$ cat config.mk
export PLATFORM = sky130hd
export DESIGN_NAME = sigma_clip_threshold_mask_unit
export DESIGN_NICKNAME = d
export VERILOG_FILES = /design/src/sv/sctm_pkg.sv /design/src/sv/sctm_div.sv /design/src/sv/sctm_sqrt.sv /design/src/sv/sctm_datapath.sv /design/src/sv/sctm_ctrl.sv /design/src/sv/sigma_clip_threshold_mask_unit.sv
export SDC_FILE = /design/constraint.sdc
export NUM_CORES = 2
export LEC_CHECK = 0
export BUFFER_PORTS_ARGS = -buffer_cell sky130_fd_sc_hd__buf_2
export CAP_MARGIN = 10
export CELL_PAD_IN_SITES_DETAIL_PLACEMENT = 0
export CELL_PAD_IN_SITES_GLOBAL_PLACEMENT = 1
export CORE_ASPECT_RATIO = 1.1
export CORE_UTILIZATION = 50
export CTS_BUF_LIST = sky130_fd_sc_hd__clkbuf_16
export CTS_CLUSTER_SIZE = 8
export DETAILED_ROUTE_END_ITERATION = 7
export PLACE_DENSITY_LB_ADDON = 0.1
export SLEW_MARGIN = 20
export SYNTH_ARGS = -nofsm -noshare
export SYNTH_HDL_FRONTEND = slang
export SYNTH_SLANG_ARGS = --single-unit
$ cat constraint.sdc
create_clock -name clk -period 9.8 [get_ports clk]
set_input_delay 2.45 -clock clk [delete_from_list [all_inputs] [get_ports clk]]
set_output_delay 2.45 -clock clk [all_outputs]
set_load 0.01 [all_outputs]
$ cat src/sv/sctm_pkg.sv
// shared constants, codes and control structs for the sigma-clip threshold unit
// no dependencies; every other file refers to it by scoped names
package sctm_pkg;

    // sizing of the accumulators and arithmetic
    localparam int COUNT_BITS  = 20;
    localparam int PIXEL_BITS  = 16;
    localparam int FRAC_BITS   = 8;
    localparam int TOTAL_W     = COUNT_BITS + 1;
    localparam int SUM_W       = PIXEL_BITS + COUNT_BITS;
    localparam int SQ_W        = 2 * PIXEL_BITS + COUNT_BITS;
    localparam int DIVD_W      = SQ_W + 2 * FRAC_BITS;
    localparam int DIV_CNT_W   = $clog2(DIVD_W + 1);
    localparam int MEAN_W      = 24;
    localparam int M2_W        = 48;
    localparam int SIGMA_W     = 24;
    localparam int K_W         = 16;
    localparam int DROP_W      = 32;
    localparam int THR_W       = 32;
    localparam int ROOT_STEPS  = M2_W / 2;
    localparam int ROOT_CNT_W  = $clog2(ROOT_STEPS + 1);
    localparam int ACTION_W    = 2;
    localparam int OUT_DATA_W  = 104;

    localparam logic [DIV_CNT_W-1:0]  DIV_STEPS  = DIV_CNT_W'(DIVD_W);
    localparam logic [ROOT_CNT_W-1:0] ROOT_LOOPS = ROOT_CNT_W'(ROOT_STEPS);

    // item kinds
    localparam logic [ACTION_W-1:0] ACT_ACCUM    = 2'd0;
    localparam logic [ACTION_W-1:0] ACT_FINISH   = 2'd1;
    localparam logic [ACTION_W-1:0] ACT_CLASSIFY = 2'd2;

    // clip factor after reset, 2.5 in Q8.8
    localparam logic [K_W-1:0] CLIP_RESET = 16'd640;

    // lowest threshold
    localparam logic [THR_W-1:0] THR_MIN = 32'h8000_0000;

    // commands from the sequencer to the datapath
    typedef struct packed {
        logic div_start;
        logic div_sel;      // 0 mean, 1 second moment
        logic mean_ld;
        logic m2_ld;
        logic msq_ld;
        logic var_ld;
        logic sqrt_start;
        logic sigma_ld;
        logic drop_ld;
        logic fin_emit;
        logic fin_empty;
    } sctm_cmd_t;

    // status back to the sequencer
    typedef struct packed {
        logic div_done;
        logic sqrt_done;
        logic total_zero;
    } sctm_stat_t;

endpackage

$ cat src/sv/sctm_div.sv
// iterative restoring divider, one quotient bit a cycle
// depends on sctm_pkg for widths
module sctm_div (
    input  logic                                clk,
    input  logic                                rst_n,
    input  logic                                start,
    input  logic [sctm_pkg::DIVD_W-1:0]         dividend,
    input  logic [sctm_pkg::TOTAL_W-1:0]        divisor,
    output logic                                done,
    output logic [sctm_pkg::DIVD_W-1:0]         quotient
);

    logic                               busy_reg, busy_next;
    logic                               done_reg, done_next;
    logic [sctm_pkg::DIV_CNT_W-1:0]     cnt_reg, cnt_next;
    logic [sctm_pkg::DIVD_W-1:0]        quo_reg, quo_next;
    logic [sctm_pkg::TOTAL_W-1:0]       rem_reg, rem_next;
    logic [sctm_pkg::TOTAL_W-1:0]       dsr_reg, dsr_next;
    logic [sctm_pkg::TOTAL_W:0]         trial;
    logic [sctm_pkg::TOTAL_W:0]         diff;
    logic                               ge;

    // one shift-subtract step
    always_comb
    begin
        trial = {rem_reg, quo_reg[sctm_pkg::DIVD_W-1]};
        ge    = (trial >= {1'b0, dsr_reg});
        diff  = trial - {1'b0, dsr_reg};
    end

    // step sequencing
    always_comb
    begin
        busy_next = busy_reg;
        done_next = 1'b0;
        cnt_next  = cnt_reg;
        quo_next  = quo_reg;
        rem_next  = rem_reg;
        dsr_next  = dsr_reg;
        if (start)
        begin
            busy_next = 1'b1;
            cnt_next  = sctm_pkg::DIV_STEPS;
            quo_next  = dividend;
            rem_next  = '0;
            dsr_next  = divisor;
        end
        else if (busy_reg)
        begin
            quo_next = {quo_reg[sctm_pkg::DIVD_W-2:0], ge};
            rem_next = ge ? diff[sctm_pkg::TOTAL_W-1:0] : trial[sctm_pkg::TOTAL_W-1:0];
            cnt_next = cnt_reg - 1'b1;
            if (cnt_reg == 1)
            begin
                busy_next = 1'b0;
                done_next = 1'b1;
            end
        end
    end

    // control state
    always_ff @(posedge clk or negedge rst_n)
    begin
        if (!rst_n)
        begin
            busy_reg <= 1'b0;
            done_reg <= 1'b0;
            cnt_reg  <= '0;
        end
        else
        begin
            busy_reg <= busy_next;
            done_reg <= done_next;
            cnt_reg  <= cnt_next;
        end
    end

    // working registers
    always_ff @(posedge clk)
    begin
        quo_reg <= quo_next;
        rem_reg <= rem_next;
        dsr_reg <= dsr_next;
    end

    assign done     = done_reg;
    assign quotient = quo_reg;

endmodule

$ cat src/sv/sctm_sqrt.sv
// digit-by-digit integer square root, one result bit a cycle
// depends on sctm_pkg for widths
module sctm_sqrt (
    input  logic                            clk,
    input  logic                            rst_n,
    input  logic                            start,
    input  logic [sctm_pkg::M2_W-1:0]       radicand,
    output logic                            done,
    output logic [sctm_pkg::SIGMA_W-1:0]    root
);

    localparam logic [sctm_pkg::M2_W-1:0] TOP_BIT = {2'b01, {(sctm_pkg::M2_W-2){1'b0}}};

    logic                               busy_reg, busy_next;
    logic                               done_reg, done_next;
    logic [sctm_pkg::ROOT_CNT_W-1:0]    cnt_reg, cnt_next;
    logic [sctm_pkg::M2_W-1:0]          v_reg, v_next;
    logic [sctm_pkg::M2_W-1:0]          res_reg, res_next;
    logic [sctm_pkg::M2_W-1:0]          bit_reg, bit_next;
    logic [sctm_pkg::M2_W:0]            trial;
    logic                               take;

    // trial subtraction
    always_comb
    begin
        trial = {1'b0, res_reg} + {1'b0, bit_reg};
        take  = ({1'b0, v_reg} >= trial);
    end

    // step sequencing
    always_comb
    begin
        busy_next = busy_reg;
        done_next = 1'b0;
        cnt_next  = cnt_reg;
        v_next    = v_reg;
        res_next  = res_reg;
        bit_next  = bit_reg;
        if (start)
        begin
            busy_next = 1'b1;
            cnt_next  = sctm_pkg::ROOT_LOOPS;
            v_next    = radicand;
            res_next  = '0;
            bit_next  = TOP_BIT;
        end
        else if (busy_reg)
        begin
            if (take)
            begin
                v_next   = v_reg - trial[sctm_pkg::M2_W-1:0];
                res_next = (res_reg >> 1) + bit_reg;
            end
            else
            begin
                res_next = res_reg >> 1;
            end
            bit_next = bit_reg >> 2;
            cnt_next = cnt_reg - 1'b1;
            if (cnt_reg == 1)
            begin
                busy_next = 1'b0;
                done_next = 1'b1;
            end
        end
    end

    // control state
    always_ff @(posedge clk or negedge rst_n)
    begin
        if (!rst_n)
        begin
            busy_reg <= 1'b0;
            done_reg <= 1'b0;
            cnt_reg  <= '0;
        end
        else
        begin
            busy_reg <= busy_next;
            done_reg <= done_next;
            cnt_reg  <= cnt_next;
        end
    end

    // working registers
    always_ff @(posedge clk)
    begin
        v_reg   <= v_next;
        res_reg <= res_next;
        bit_reg <= bit_next;
    end

    assign done = done_reg;
    assign root = res_reg[sctm_pkg::SIGMA_W-1:0];

endmodule

$ cat src/sv/sctm_datapath.sv
// accumulators, classifier, finish arithmetic and the result register
// depends on sctm_pkg, sctm_div and sctm_sqrt
module sctm_datapath (
    input  logic                                clk,
    input  logic                                rst_n,
    input  logic                                in_accept,
    input  logic [sctm_pkg::ACTION_W-1:0]       action,
    input  logic [sctm_pkg::PIXEL_BITS-1:0]     pixel,
    input  logic                                cfg_wr_en,
    input  logic [sctm_pkg::K_W-1:0]            cfg_wr_data,
    input  sctm_pkg::sctm_cmd_t                 cmd,
    output sctm_pkg::sctm_stat_t                stat,
    input  logic                                out_ready,
    output logic                                out_valid,
    output logic [sctm_pkg::OUT_DATA_W-1:0]     out_data
);

    logic [sctm_pkg::K_W-1:0]       k_reg;
    logic [sctm_pkg::TOTAL_W-1:0]   total_reg, total_next;
    logic [sctm_pkg::SUM_W-1:0]     sum_reg, sum_next;
    logic [sctm_pkg::SQ_W-1:0]      sq_reg, sq_next;
    logic signed [sctm_pkg::THR_W-1:0] clip_reg, clip_next;
    logic [sctm_pkg::TOTAL_W-1:0]   flag_reg, flag_next;

    logic [sctm_pkg::MEAN_W-1:0]    mean_reg;
    logic [sctm_pkg::M2_W-1:0]      m2_reg;
    logic [sctm_pkg::M2_W-1:0]      msq_reg;
    logic [sctm_pkg::M2_W-1:0]      var_reg;
    logic [sctm_pkg::SIGMA_W-1:0]   sigma_reg;
    logic [sctm_pkg::DROP_W-1:0]    drop_reg;

    logic                           out_valid_reg, out_valid_next;
    logic                           o_sig_reg;
    logic [sctm_pkg::TOTAL_W-1:0]   o_cnt_reg;
    logic [sctm_pkg::MEAN_W-1:0]    o_mean_reg;
    logic [sctm_pkg::SIGMA_W-1:0]   o_sigma_reg;
    logic [sctm_pkg::THR_W-1:0]     o_thr_reg;

    logic                           acc_go;
    logic                           cls_go;
    logic                           fin_go;
    logic                           hit;
    logic [2*sctm_pkg::PIXEL_BITS-1:0] pix_sq;
    logic signed [sctm_pkg::THR_W-1:0] pix_q8;
    logic [sctm_pkg::DIVD_W-1:0]    div_dividend;
    logic                           div_done;
    logic [sctm_pkg::DIVD_W-1:0]    div_quo;
    logic                           sqrt_done;
    logic [sctm_pkg::SIGMA_W-1:0]   sqrt_root;
    logic [2*sctm_pkg::MEAN_W-1:0]  mean_sq;
    logic [sctm_pkg::K_W+sctm_pkg::SIGMA_W-1:0] k_sigma;
    logic signed [sctm_pkg::THR_W+1:0] thr_wide;
    logic [sctm_pkg::THR_W-1:0]     thr_sat;

    // item decode
    always_comb
    begin
        acc_go = in_accept && (action == sctm_pkg::ACT_ACCUM) && !total_reg[sctm_pkg::COUNT_BITS];
        cls_go = in_accept && (action == sctm_pkg::ACT_CLASSIFY);
        fin_go = cmd.fin_emit || cmd.fin_empty;
        pix_sq = pixel * pixel;
        pix_q8 = $signed({{(sctm_pkg::THR_W-sctm_pkg::PIXEL_BITS-sctm_pkg::FRAC_BITS){1'b0}},
                          pixel, {sctm_pkg::FRAC_BITS{1'b0}}});
        hit    = (pix_q8 <= clip_reg);
    end

    // shared divider: mean first, then second moment
    always_comb
    begin
        if (cmd.div_sel)
        begin
            div_dividend = {sq_reg, {(2*sctm_pkg::FRAC_BITS){1'b0}}};
        end
        else
        begin
            div_dividend = {{(sctm_pkg::DIVD_W-sctm_pkg::SUM_W-sctm_pkg::FRAC_BITS){1'b0}},
                            sum_reg, {sctm_pkg::FRAC_BITS{1'b0}}};
        end
    end

    sctm_div u_div (
        .clk      (clk),
        .rst_n    (rst_n),
        .start    (cmd.div_start),
        .dividend (div_dividend),
        .divisor  (total_reg),
        .done     (div_done),
        .quotient (div_quo)
    );

    sctm_sqrt u_sqrt (
        .clk      (clk),
        .rst_n    (rst_n),
        .start    (cmd.sqrt_start),
        .radicand (var_reg),
        .done     (sqrt_done),
        .root     (sqrt_root)
    );

    // threshold from mean and scaled sigma, floored at the lowest value
    always_comb
    begin
        mean_sq  = mean_reg * mean_reg;
        k_sigma  = k_reg * sigma_reg;
        thr_wide = $signed({{(sctm_pkg::THR_W+2-sctm_pkg::MEAN_W){1'b0}}, mean_reg})
                 - $signed({2'b00, drop_reg});
        if (thr_wide < $signed({{2{1'b1}}, sctm_pkg::THR_MIN}))
        begin
            thr_sat = sctm_pkg::THR_MIN;
        end
        else
        begin
            thr_sat = thr_wide[sctm_pkg::THR_W-1:0];
        end
    end

    // accumulator and counter updates
    always_comb
    begin
        total_next = total_reg;
        sum_next   = sum_reg;
        sq_next    = sq_reg;
        clip_next  = clip_reg;
        flag_next  = flag_reg;
        if (acc_go)
        begin
            total_next = total_reg + 1'b1;
            sum_next   = sum_reg + {{(sctm_pkg::SUM_W-sctm_pkg::PIXEL_BITS){1'b0}}, pixel};
            sq_next    = sq_reg + {{(sctm_pkg::SQ_W-2*sctm_pkg::PIXEL_BITS){1'b0}}, pix_sq};
        end
        if (cls_go && hit && !flag_reg[sctm_pkg::COUNT_BITS])
        begin
            flag_next = flag_reg + 1'b1;
        end
        if (fin_go)
        begin
            total_next = '0;
            sum_next   = '0;
            sq_next    = '0;
            flag_next  = '0;
            clip_next  = cmd.fin_empty ? $signed(sctm_pkg::THR_MIN) : $signed(thr_sat);
        end
    end

    // result register hand-off
    always_comb
    begin
        out_valid_next = out_valid_reg;
        if (out_valid_reg && out_ready)
        begin
            out_valid_next = 1'b0;
        end
        if (cls_go || fin_go)
        begin
            out_valid_next = 1'b1;
        end
    end

    // state with a defined reset
    always_ff @(posedge clk or negedge rst_n)
    begin
        if (!rst_n)
        begin
            k_reg         <= sctm_pkg::CLIP_RESET;
            total_reg     <= '0;
            sum_reg       <= '0;
            sq_reg        <= '0;
            clip_reg      <= '0;
            flag_reg      <= '0;
            out_valid_reg <= 1'b0;
        end
        else
        begin
            if (cfg_wr_en)
            begin
                k_reg <= cfg_wr_data;
            end
            total_reg     <= total_next;
            sum_reg       <= sum_next;
            sq_reg        <= sq_next;
            clip_reg      <= clip_next;
            flag_reg      <= flag_next;
            out_valid_reg <= out_valid_next;
        end
    end

    // finish arithmetic registers
    always_ff @(posedge clk)
    begin
        if (cmd.mean_ld)
        begin
            mean_reg <= div_quo[sctm_pkg::MEAN_W-1:0];
        end
        if (cmd.m2_ld)
        begin
            m2_reg <= div_quo[sctm_pkg::M2_W-1:0];
        end
        if (cmd.msq_ld)
        begin
            msq_reg <= mean_sq;
        end
        if (cmd.var_ld)
        begin
            var_reg <= (m2_reg > msq_reg) ? (m2_reg - msq_reg) : '0;
        end
        if (cmd.sigma_ld)
        begin
            sigma_reg <= sqrt_root;
        end
        if (cmd.drop_ld)
        begin
            drop_reg <= k_sigma[sctm_pkg::K_W+sctm_pkg::SIGMA_W-1:sctm_pkg::FRAC_BITS];
        end
    end

    // result payload
    always_ff @(posedge clk)
    begin
        if (cls_go)
        begin
            o_sig_reg   <= hit;
            o_cnt_reg   <= flag_next;
            o_mean_reg  <= '0;
            o_sigma_reg <= '0;
            o_thr_reg   <= '0;
        end
        else if (fin_go)
        begin
            o_sig_reg   <= 1'b0;
            o_cnt_reg   <= '0;
            o_mean_reg  <= cmd.fin_empty ? '0 : mean_reg;
            o_sigma_reg <= cmd.fin_empty ? '0 : sigma_reg;
            o_thr_reg   <= cmd.fin_empty ? sctm_pkg::THR_MIN : thr_sat;
        end
    end

    assign stat.div_done   = div_done;
    assign stat.sqrt_done  = sqrt_done;
    assign stat.total_zero = (total_reg == '0);

    assign out_valid = out_valid_reg;
    assign out_data  = {2'b00, o_thr_reg, o_sigma_reg, o_mean_reg, o_cnt_reg, o_sig_reg};

    // a new result never lands on one that is still waiting
    assert property (@(posedge clk) disable iff (!rst_n)
        (cls_go || fin_go) |-> (!out_valid_reg || out_ready))
        else $error("result register overwritten");

    // pixel count never passes its limit
    assert property (@(posedge clk) disable iff (!rst_n)
        total_reg <= {1'b1, {sctm_pkg::COUNT_BITS{1'b0}}})
        else $error("pixel count beyond limit");

    // finish leaves the accumulators empty
    assert property (@(posedge clk) disable iff (!rst_n)
        fin_go |=> (total_reg == '0) && (sum_reg == '0) && (sq_reg == '0) && (flag_reg == '0))
        else $error("accumulators not cleared by finish");

    // each unsaturated hit adds exactly one to the flagged count
    assert property (@(posedge clk) disable iff (!rst_n)
        (cls_go && hit && !flag_reg[sctm_pkg::COUNT_BITS]) |=>
            (flag_reg == $past(flag_reg) + 1'b1))
        else $error("flagged count step wrong");

endmodule

$ cat src/sv/sctm_ctrl.sv
// finish sequencer: steps the datapath through divide, square root and threshold
// depends on sctm_pkg for the command and status structs
module sctm_ctrl (
    input  logic                    clk,
    input  logic                    rst_n,
    input  logic                    fin_accept,
    input  sctm_pkg::sctm_stat_t    stat,
    output sctm_pkg::sctm_cmd_t     cmd,
    output logic                    busy
);

    localparam logic [2:0] ST_IDLE   = 3'd0;
    localparam logic [2:0] ST_DIVM   = 3'd1;
    localparam logic [2:0] ST_DIVQ   = 3'd2;
    localparam logic [2:0] ST_VAR    = 3'd3;
    localparam logic [2:0] ST_SQRTGO = 3'd4;
    localparam logic [2:0] ST_SQRT   = 3'd5;
    localparam logic [2:0] ST_DROP   = 3'd6;
    localparam logic [2:0] ST_EMIT   = 3'd7;

    logic [2:0] state_reg, state_next;

    // next state and commands
    always_comb
    begin
        state_next = state_reg;
        cmd        = '0;
        case (state_reg)
            ST_IDLE:
            begin
                if (fin_accept)
                begin
                    if (stat.total_zero)
                    begin
                        cmd.fin_empty = 1'b1;
                    end
                    else
                    begin
                        cmd.div_start = 1'b1;
                        state_next    = ST_DIVM;
                    end
                end
            end
            ST_DIVM:
            begin
                if (stat.div_done)
                begin
                    cmd.mean_ld   = 1'b1;
                    cmd.div_start = 1'b1;
                    cmd.div_sel   = 1'b1;
                    state_next    = ST_DIVQ;
                end
            end
            ST_DIVQ:
            begin
                cmd.div_sel = 1'b1;
                cmd.msq_ld  = 1'b1;
                if (stat.div_done)
                begin
                    cmd.m2_ld  = 1'b1;
                    state_next = ST_VAR;
                end
            end
            ST_VAR:
            begin
                cmd.var_ld = 1'b1;
                state_next = ST_SQRTGO;
            end
            ST_SQRTGO:
            begin
                cmd.sqrt_start = 1'b1;
                state_next     = ST_SQRT;
            end
            ST_SQRT:
            begin
                if (stat.sqrt_done)
                begin
                    cmd.sigma_ld = 1'b1;
                    state_next   = ST_DROP;
                end
            end
            ST_DROP:
            begin
                cmd.drop_ld = 1'b1;
                state_next  = ST_EMIT;
            end
            ST_EMIT:
            begin
                cmd.fin_emit = 1'b1;
                state_next   = ST_IDLE;
            end
            default:
            begin
                state_next = ST_IDLE;
            end
        endcase
    end

    // state register
    always_ff @(posedge clk or negedge rst_n)
    begin
        if (!rst_n)
        begin
            state_reg <= ST_IDLE;
        end
        else
        begin
            state_reg <= state_next;
        end
    end

    assign busy = (state_reg != ST_IDLE);

endmodule

$ cat src/sv/sigma_clip_threshold_mask_unit.sv
// top level of the sigma-clip threshold unit: stream ports, config port, glue
// depends on sctm_pkg, sctm_datapath and sctm_ctrl
//
// Usage:
//   Input beats (s_axis) carry a pixel in tdata and the item kind in tuser:
//   accumulate, finish or classify. Accumulate beats add the pixel to the
//   count, sum and sum of squares and give no output. A finish beat produces
//   one output beat with mean, sigma and threshold (Q8) and clears the
//   accumulators and the flagged counter. A classify beat produces one output
//   beat flagging a pixel at or below the current threshold, with the running
//   flagged count. Unused kinds are dropped.
//   Throughput: accumulate and classify beats go at one per cycle while the
//   result register drains; a classify result is registered and appears in
//   the cycle after its beat. A finish result follows its beat after two
//   passes of the 68-step shared divider, the 24-step square root and the
//   sequencing states; s_axis_tready is low in between. With nothing
//   accumulated a finish result appears in the cycle after its beat.
//   The result sits in a single output register; while it waits for
//   m_axis_tready, beats that need no result slot are still taken only if
//   the register is free or drains that cycle.
//   Reset clears the accumulators, the threshold (to zero) and the counters
//   and sets the clip factor to 2.5. cfg_wr_data is written when cfg_wr_en
//   is high and should only change while the unit is idle.
module sigma_clip_threshold_mask_unit (
    input  logic                                clk,
    input  logic                                rst_n,
    input  logic                                s_axis_tvalid,
    output logic                                s_axis_tready,
    input  logic [15:0]                         s_axis_tdata,   // pixel[15:0]
    input  logic [sctm_pkg::ACTION_W-1:0]       s_axis_tuser,   // action[1:0]
    output logic                                m_axis_tvalid,
    input  logic                                m_axis_tready,
    // is_signal[0], signal_count[21:1], mean_q8[45:22], sigma_q8[69:46],
    // threshold_q8[101:70], zero fill[103:102]
    output logic [sctm_pkg::OUT_DATA_W-1:0]     m_axis_tdata,
    input  logic                                cfg_wr_en,
    input  logic [sctm_pkg::K_W-1:0]            cfg_wr_data
);

    logic                   in_accept;
    logic                   fin_accept;
    logic                   busy;
    sctm_pkg::sctm_cmd_t    cmd;
    sctm_pkg::sctm_stat_t   stat;

    // take a beat when no finish runs and the result slot is free or draining
    assign s_axis_tready = !busy && (!m_axis_tvalid || m_axis_tready);
    assign in_accept     = s_axis_tvalid && s_axis_tready;
    assign fin_accept    = in_accept && (s_axis_tuser == sctm_pkg::ACT_FINISH);

    sctm_ctrl u_ctrl (
        .clk        (clk),
        .rst_n      (rst_n),
        .fin_accept (fin_accept),
        .stat       (stat),
        .cmd        (cmd),
        .busy       (busy)
    );

    sctm_datapath u_dp (
        .clk         (clk),
        .rst_n       (rst_n),
        .in_accept   (in_accept),
        .action      (s_axis_tuser),
        .pixel       (s_axis_tdata),
        .cfg_wr_en   (cfg_wr_en),
        .cfg_wr_data (cfg_wr_data),
        .cmd         (cmd),
        .stat        (stat),
        .out_ready   (m_axis_tready),
        .out_valid   (m_axis_tvalid),
        .out_data    (m_axis_tdata)
    );

endmodule
; Word level (Yosys, flattened, before mapping)
; Cells that the tools add are included.
[word_totals]
word_cells = 160
out_inout_bits = 106
input_bits = 39
register_bits = 754
[op_classes]
eq_ne = 16
muxes = 65
multipliers = 3
reduce_logical = 28
order_cmp = 5
addsub = 12
[ops]
columns = operator, count
row1 = two-way mux 68 bit, 3
row2 = two-way mux 48 bit, 4
row3 = two-way mux 21 bit, 7
row4 = two-way mux 52 bit, 2
row5 = subtractor 48 bit, 2
row6 = two-way mux 36 bit, 2
row7 = two-way mux 32 bit, 2
row8 = adder 52 x 32 -> 52 bit, 1
row9 = adder 48 x 47 -> 49 bit, 1
row10 = greater-or-equal comparator 48 x 49 -> 1 bit, 1
row11 = adder 47 x 47 -> 48 bit, 1
row12 = greater-than comparator 48 bit, 1
row13 = multiplier 24 x 24 -> 48 bit, 1
row14 = two-way mux 24 bit, 2
row15 = adder 21 x 1 -> 21 bit (second input constant), 2
row16 = multiplier 16 x 24 -> 40 bit, 1
row17 = adder 36 x 16 -> 36 bit, 1
row18 = < comparator 34 x 32 -> 1 bit (second input constant), 1
row19 = subtractor 24 x 32 -> 33 bit, 1
row20 = less-or-equal comparator 25 x 32 -> 1 bit, 1
row21 = multiplier 16 x 16 -> 32 bit, 1
row22 = two-way mux 1 bit, 29
row23 = one-hot mux 3 bit (8 select lines), 1
row24 = greater-or-equal comparator 22 x 21 -> 1 bit, 1
row25 = other kinds (27), 60

; Longest topological paths before layout
[logic_depth]
word_depth = 10
mapped_depth = 29
ltp_nobuf = 28

; By module
; From an unflattened synthesis, not the netlist that was laid out.
[unflattened]
cells_unflattened = 8178
hier_area_um2 = 77710.8
[by_module_without_submodules]
columns = mod, cells_each, instances, seq_area_each_um2, area_per_inst_um2
row1 = sctm_datapath, 6238, 1, 13440.4, 59923.7
row2 = sctm_sqrt, 1428, 1, 3057.9, 11463.5
row3 = sctm_div, 475, 1, 3318.2, 6024.5
row4 = sctm_ctrl, 32, 1, 75.1, 260.2
row5 = sigma_clip_threshold_mask_unit, 5, 1, 0.0, 38.8

; Worst setup path before layout
; No wires, ideal clock.
[synth_timing]
path_type = input -> register
from = in s_axis_tdata[6]
to = reg u_dp.sq_reg[49] in the netlist's numbering
t_arrival_ns = 8.296
path_stages = 23
setup_ns = 0.132
path_buffers = 2
slack_ns = 1.372
path_cell_list = clkbuf_1 > nand2_1 > fa_1 > inv_1 > fa_1 > fa_1 > fa_1 > fa_1 > inv_1 > fa_1 > inv_1 > ha_1 > clkbuf_1 > a21o_1 > a21o_1 > a21oi_1 > o21ai_0 > a221oi_1 > o21ai_1 > a221oi_2 > nand3b_1 > xor2_1 > nor2_1
[synth_between]
elab_chain_len = 4
[synth_lines]
columns = element, line
row1 = "start, declared", sigma_clip_threshold_mask_unit.sv:29  ; input logic [15:0] s_axis_tdata,
row2 = multiplier 16 x 16 -> 32 bit, sctm_datapath.sv:61  ; pix_sq = pixel * pixel;
row3 = adder 52 x 32 -> 52 bit, sctm_datapath.sv:129  ; sq_next = sq_reg + {{(sctm_pkg::SQ_W-2*sctm_pkg::PIXEL_BITS){1'b0}}, pix_sq};
row4 = two-way mux 52 bit, sctm_datapath.sv:125  ; if (acc_go)
row5 = two-way mux 52 bit, sctm_datapath.sv:135  ; if (fin_go)
row6 = "end signal, assigned", sctm_datapath.sv:180  ; sq_reg <= sq_next;
row7 = "end, declared", sctm_datapath.sv:21  ; logic [sctm_pkg::SQ_W-1:0] sq_reg, sq_next;
; No other way between the ends. The select of a mux whose other input is x is not followed.
; A chain may end at the register's enable or synchronous reset.

; Final worst setup path
[layout_timing]
from = reg u_dp.mean_reg[8] in the netlist's numbering
to = reg u_dp.msq_reg[44] in the netlist's numbering, data pin
[layout_between]
elab_chain_len = 1
[layout_lines]
columns = element, line
row1 = "start, declared", sctm_datapath.sv:25  ; logic [sctm_pkg::MEAN_W-1:0] mean_reg;
row2 = "start signal, assigned", sctm_datapath.sv:192  ; mean_reg <= div_quo[sctm_pkg::MEAN_W-1:0];
row3 = multiplier 24 x 24 -> 48 bit, sctm_datapath.sv:103  ; mean_sq = mean_reg * mean_reg;
row4 = "net u_dp.mean_sq, one bit", sctm_datapath.sv:50  ; logic [2*sctm_pkg::MEAN_W-1:0] mean_sq;
row5 = "end signal, assigned", sctm_datapath.sv:200  ; msq_reg <= mean_sq;
row6 = "end, declared", sctm_datapath.sv:27  ; logic [sctm_pkg::M2_W-1:0] msq_reg;
; The timed path passes the listed nets, and every way through them passes these cells.

==> summary.txt <==
Status
  – Status: complete, no violations

Die
  – DIE AREA: 0.153 mm^2
  – Num ports: 145
  – Core Rows: 149
  – Die Height: 411 um
  – Area inside the core boundary: 0.150 mm^2
  – Die X: 374 um
  – Effective utilization at floorplan: 50.5%

Global route
  – Grt ovf: 0
  – Antenna violations before repair: 11
  – Wire length of the first global-routing pass: 327 mm
  – Overall global routing resource usage: 27.3%
  – Pin count of the biggest net entering global routing: 91
  – Number of global-route vias before repair: 57,600

Final layout
  – Final net count: 9,666
  – Fin area: 0.0819 mm^2
  – Max FFs per register: 68
  – Final standard cell utilization of the core: 54.4%
  – Proportion of layout cells with a drive suffix above 1: 5.55%
  – Syn-to-layout area delta: 7.81%

Routing
  – DRT antenna net count: 0
  – Via Count: 55,700
  – Average wire per standard cell: 20.3 um
  – Final wirelength: 206 mm
  – Number of DRC violations after detailed routing: 0
  – First-pass iteration count of the detailed router: 6
  – Number of vias per cell after detailed routing: 5.49
  – Number of DRC markers after the initial detailed-route iteration: 3,424

Logic synthesis
  – Synthesized flop and latch total: 753
  – Most frequently used cell type in the post-synthesis netlist: inv_1
  – Post-synthesis instance area: 0.0760 mm^2
  – Dominant cell type by area after synthesis: fa_1
  – Ys Warns: 0
  – Number of flops mapped to enable cells by yosys: 382
  – Flip-flop cell with the highest count after synthesis: edfxtp_1
  – Count of distinct cell types in the synthesized netlist: 101
  – Per-instance average area after synthesis: 9.45 um^2
  – Async set-reset flop share out of synthesis: 26.3%
  – Number of instances in the synthesized netlist: 8,038
  – Yosys top cell area share: 24.5%
  – Sequential element share of the synthesized area: 26.2%
  – Top post-synthesis cells by count: inv_1 (1,451), fa_1 (928), nand2_1 (924), ha_1 (624), nor2_1 (453)
  – Top post-synthesis cells by area: fa_1 (24%), edfxtp_1 (15%), ha_1 (10%)

Hold path
  – Class of the most critical hold timing path: flop to flop

Clocking
  – Cell chosen for the clock root: clkbuf_16
  – Total of hold buffers inserted after clock tree synthesis: 0
  – Max Root-Sink Buffers: 3
  – H-Tree Depth: 3
  – Clock-pin slew on the worst setup and hold paths: 0.05 ns
  – Clock tree from TritonCTS: done
  – Setup Buffers After CTS: 0
  – Post-CTS sizing: 0
  – Worst skew pair latency: 0.75 ns
  – Number of buffers created by CTS: 106
  – Number of clock sinks: 753

Worst setup path
  – FF-to-FF setup slack: 1.54 ns
  – Data required time at the worst endpoint: 10.29 ns
  – Maximum single-stage delay on the critical path: 0.91 ns
  – Kind of launch point of the worst setup path: flop
  – Maximum fanout along the worst path: 12
  – Critical path class: flop to flop
  – Cell with the largest stage delay on the worst path: edfxtp_1
  – Arrival time worst endpoint: 8.76 ns
  – CP Capture Type: flop

Power
  – Fraction of power consumed by sequential logic: 32.8%
  – Relative contribution of combinational cells to total power: 33.0%
  – Clk pwr share: 34.2%
  – Switching power: 3.52 mW
  – Worst voltage drop across the vdd grid: 309 uV
  – Power per cell area: 125 mW/mm^2
  – Standby leakage power: 39.6 nW
  – Switching share of power: 34.4%
  – Cell Int Power: 6.70 mW

Placement
  – Detailed-placement wirelength estimate: 158 mm
  – Routability congestion estimate: 0.907
  – Placed cell area: 0.0787 mm^2
  – Worst slack, placed: 0.838 ns
  – IO Port Bufs: 142

Timing
  – Slew at the pin closest to its max-slew limit: 1.16 ns
  – Minimum setup slack in the final design: 1.54 ns
  – Max frequency: 121 MHz
  – RSZ-0062 raised after global routing: false
  – Final Hold Violating Endpoints: 0
  – Setup_tns: 0 ns
  – Worst Skew: 0.0527 ns
  – Fin crit period: 8.26 ns
  – Tcrit/Tclk final: 84.3%
  – Number of endpoints failing setup at the final stage: 0
  – Number of pins with negative max-slew slack in the final report: 0
  – Worst slew slack as a fraction of its limit: 21.6%

Run
  – Number of maximum-capacitance constraint violations: 0
power groups by stage:
stage          registers (mW)  logic, mW  clock network, mW
2_1_floorplan            3.37       2.70                  0
3_3_place_gp             3.41       3.39                  0
3_5_place_dp             3.41       3.39                  0
4_1_cts                  3.35       3.42               3.59
5_1_grt                  3.35       3.87               3.70
6_report                 3.35       3.37               3.50
critical path: cells and delay by family, from the launching register on:
family	cells	cell delay (ns)
adders and majority gates	8	3.82
AOI/OAI and AO/OA	7	1.92
DFF	1	0.91
buffers and inverters	7	0.78
and+or+nand+nor	3	0.49
xor gates and xnor gates	1	0.08
area by class of cell:
class	count	area [um^2]
Timing Repair Buffer	224	1370
Multi-Input combinational cell	5537	49500
Inverter	1453	5450
Antenna cell	4	10.0
Clock buffer	106	2650
Fill cell	13800	68600
Clock inverter	96	549
Sequential cell	753	19900
Tap cell	1963	2460
layer usage:
| layer | up-vias | global-route usage, % | part of all wire [%] | routed length (um) |
|---|---|---|---|---|
| met3 | 259 | 3.46 | 4.8 | 9820 |
| met1 | 28000 | 35.9 | 43 | 87700 |
| met4 | 4 | 8.11 | 2.8 | 5730 |
| met2 | 1203 | 47.2 | 50 | 102000 |
| met5 | - | 0 | 0.026 | 53 |
| li1 | 26200 | - | - | - |
stage by stage:
| stage | hold slack, ns | total power [mW] | cells |
|---|---|---|---|
| after floorplan | 0.426 | 6.07 | 8039 |
| after global placement | 0.430 | 6.81 | 9929 |
| after detailed placement | 0.433 | 6.81 | 9930 |
| after CTS | 0.441 | 10.4 | 10100 |
| after global routing | 0.453 | 10.9 | 10100 |
| final | 0.437 | 10.2 | 10100 |
final timing paths:
kind	from	depth (start not counted)	end
max	u_dp.mean_reg[8]	26	u_dp.msq_reg[44]
min	u_dp.o_thr_reg[11]	2	u_dp.o_thr_reg[11]
max reg2reg	u_dp.mean_reg[8]	26	u_dp.msq_reg[44]
min reg2reg	u_dp.o_thr_reg[11]	2	u_dp.o_thr_reg[11]
max in group asynchronous	rst_n	2	u_dp.u_sqrt.busy_reg
min in group asynchronous	rst_n	1	u_dp.flag_reg[0]
cell usage in the layout, fill, tap and decap left out, types with 214 or more instances in the layout:
cell      instances
nor2_1          453
and2_1          304
fa_1            928
a21oi_1         299
xnor2_1         214
nand2_1         922
edfxtp_1        382
o21ai_0         318
ha_1            624
inv_1          1534
kinds of logic (layout without fill, tap and decap cells):
group | after synthesis | count (layout) | share of synthesized area, %
mux | 103 | 103 | 1.39
other cells | 1 | 6 | 0.00494
buf+inv | 1749 | 1879 | 8.73
flops | 753 | 753 | 26.2
fa+ha+maj | 1552 | 1552 | 34.7
compound gates | 1230 | 1230 | 10.5
simple gates | 2263 | 2263 | 14.0
xor+xnor | 387 | 387 | 4.46
No activity file was read; power rests on OpenSTA's default activity.
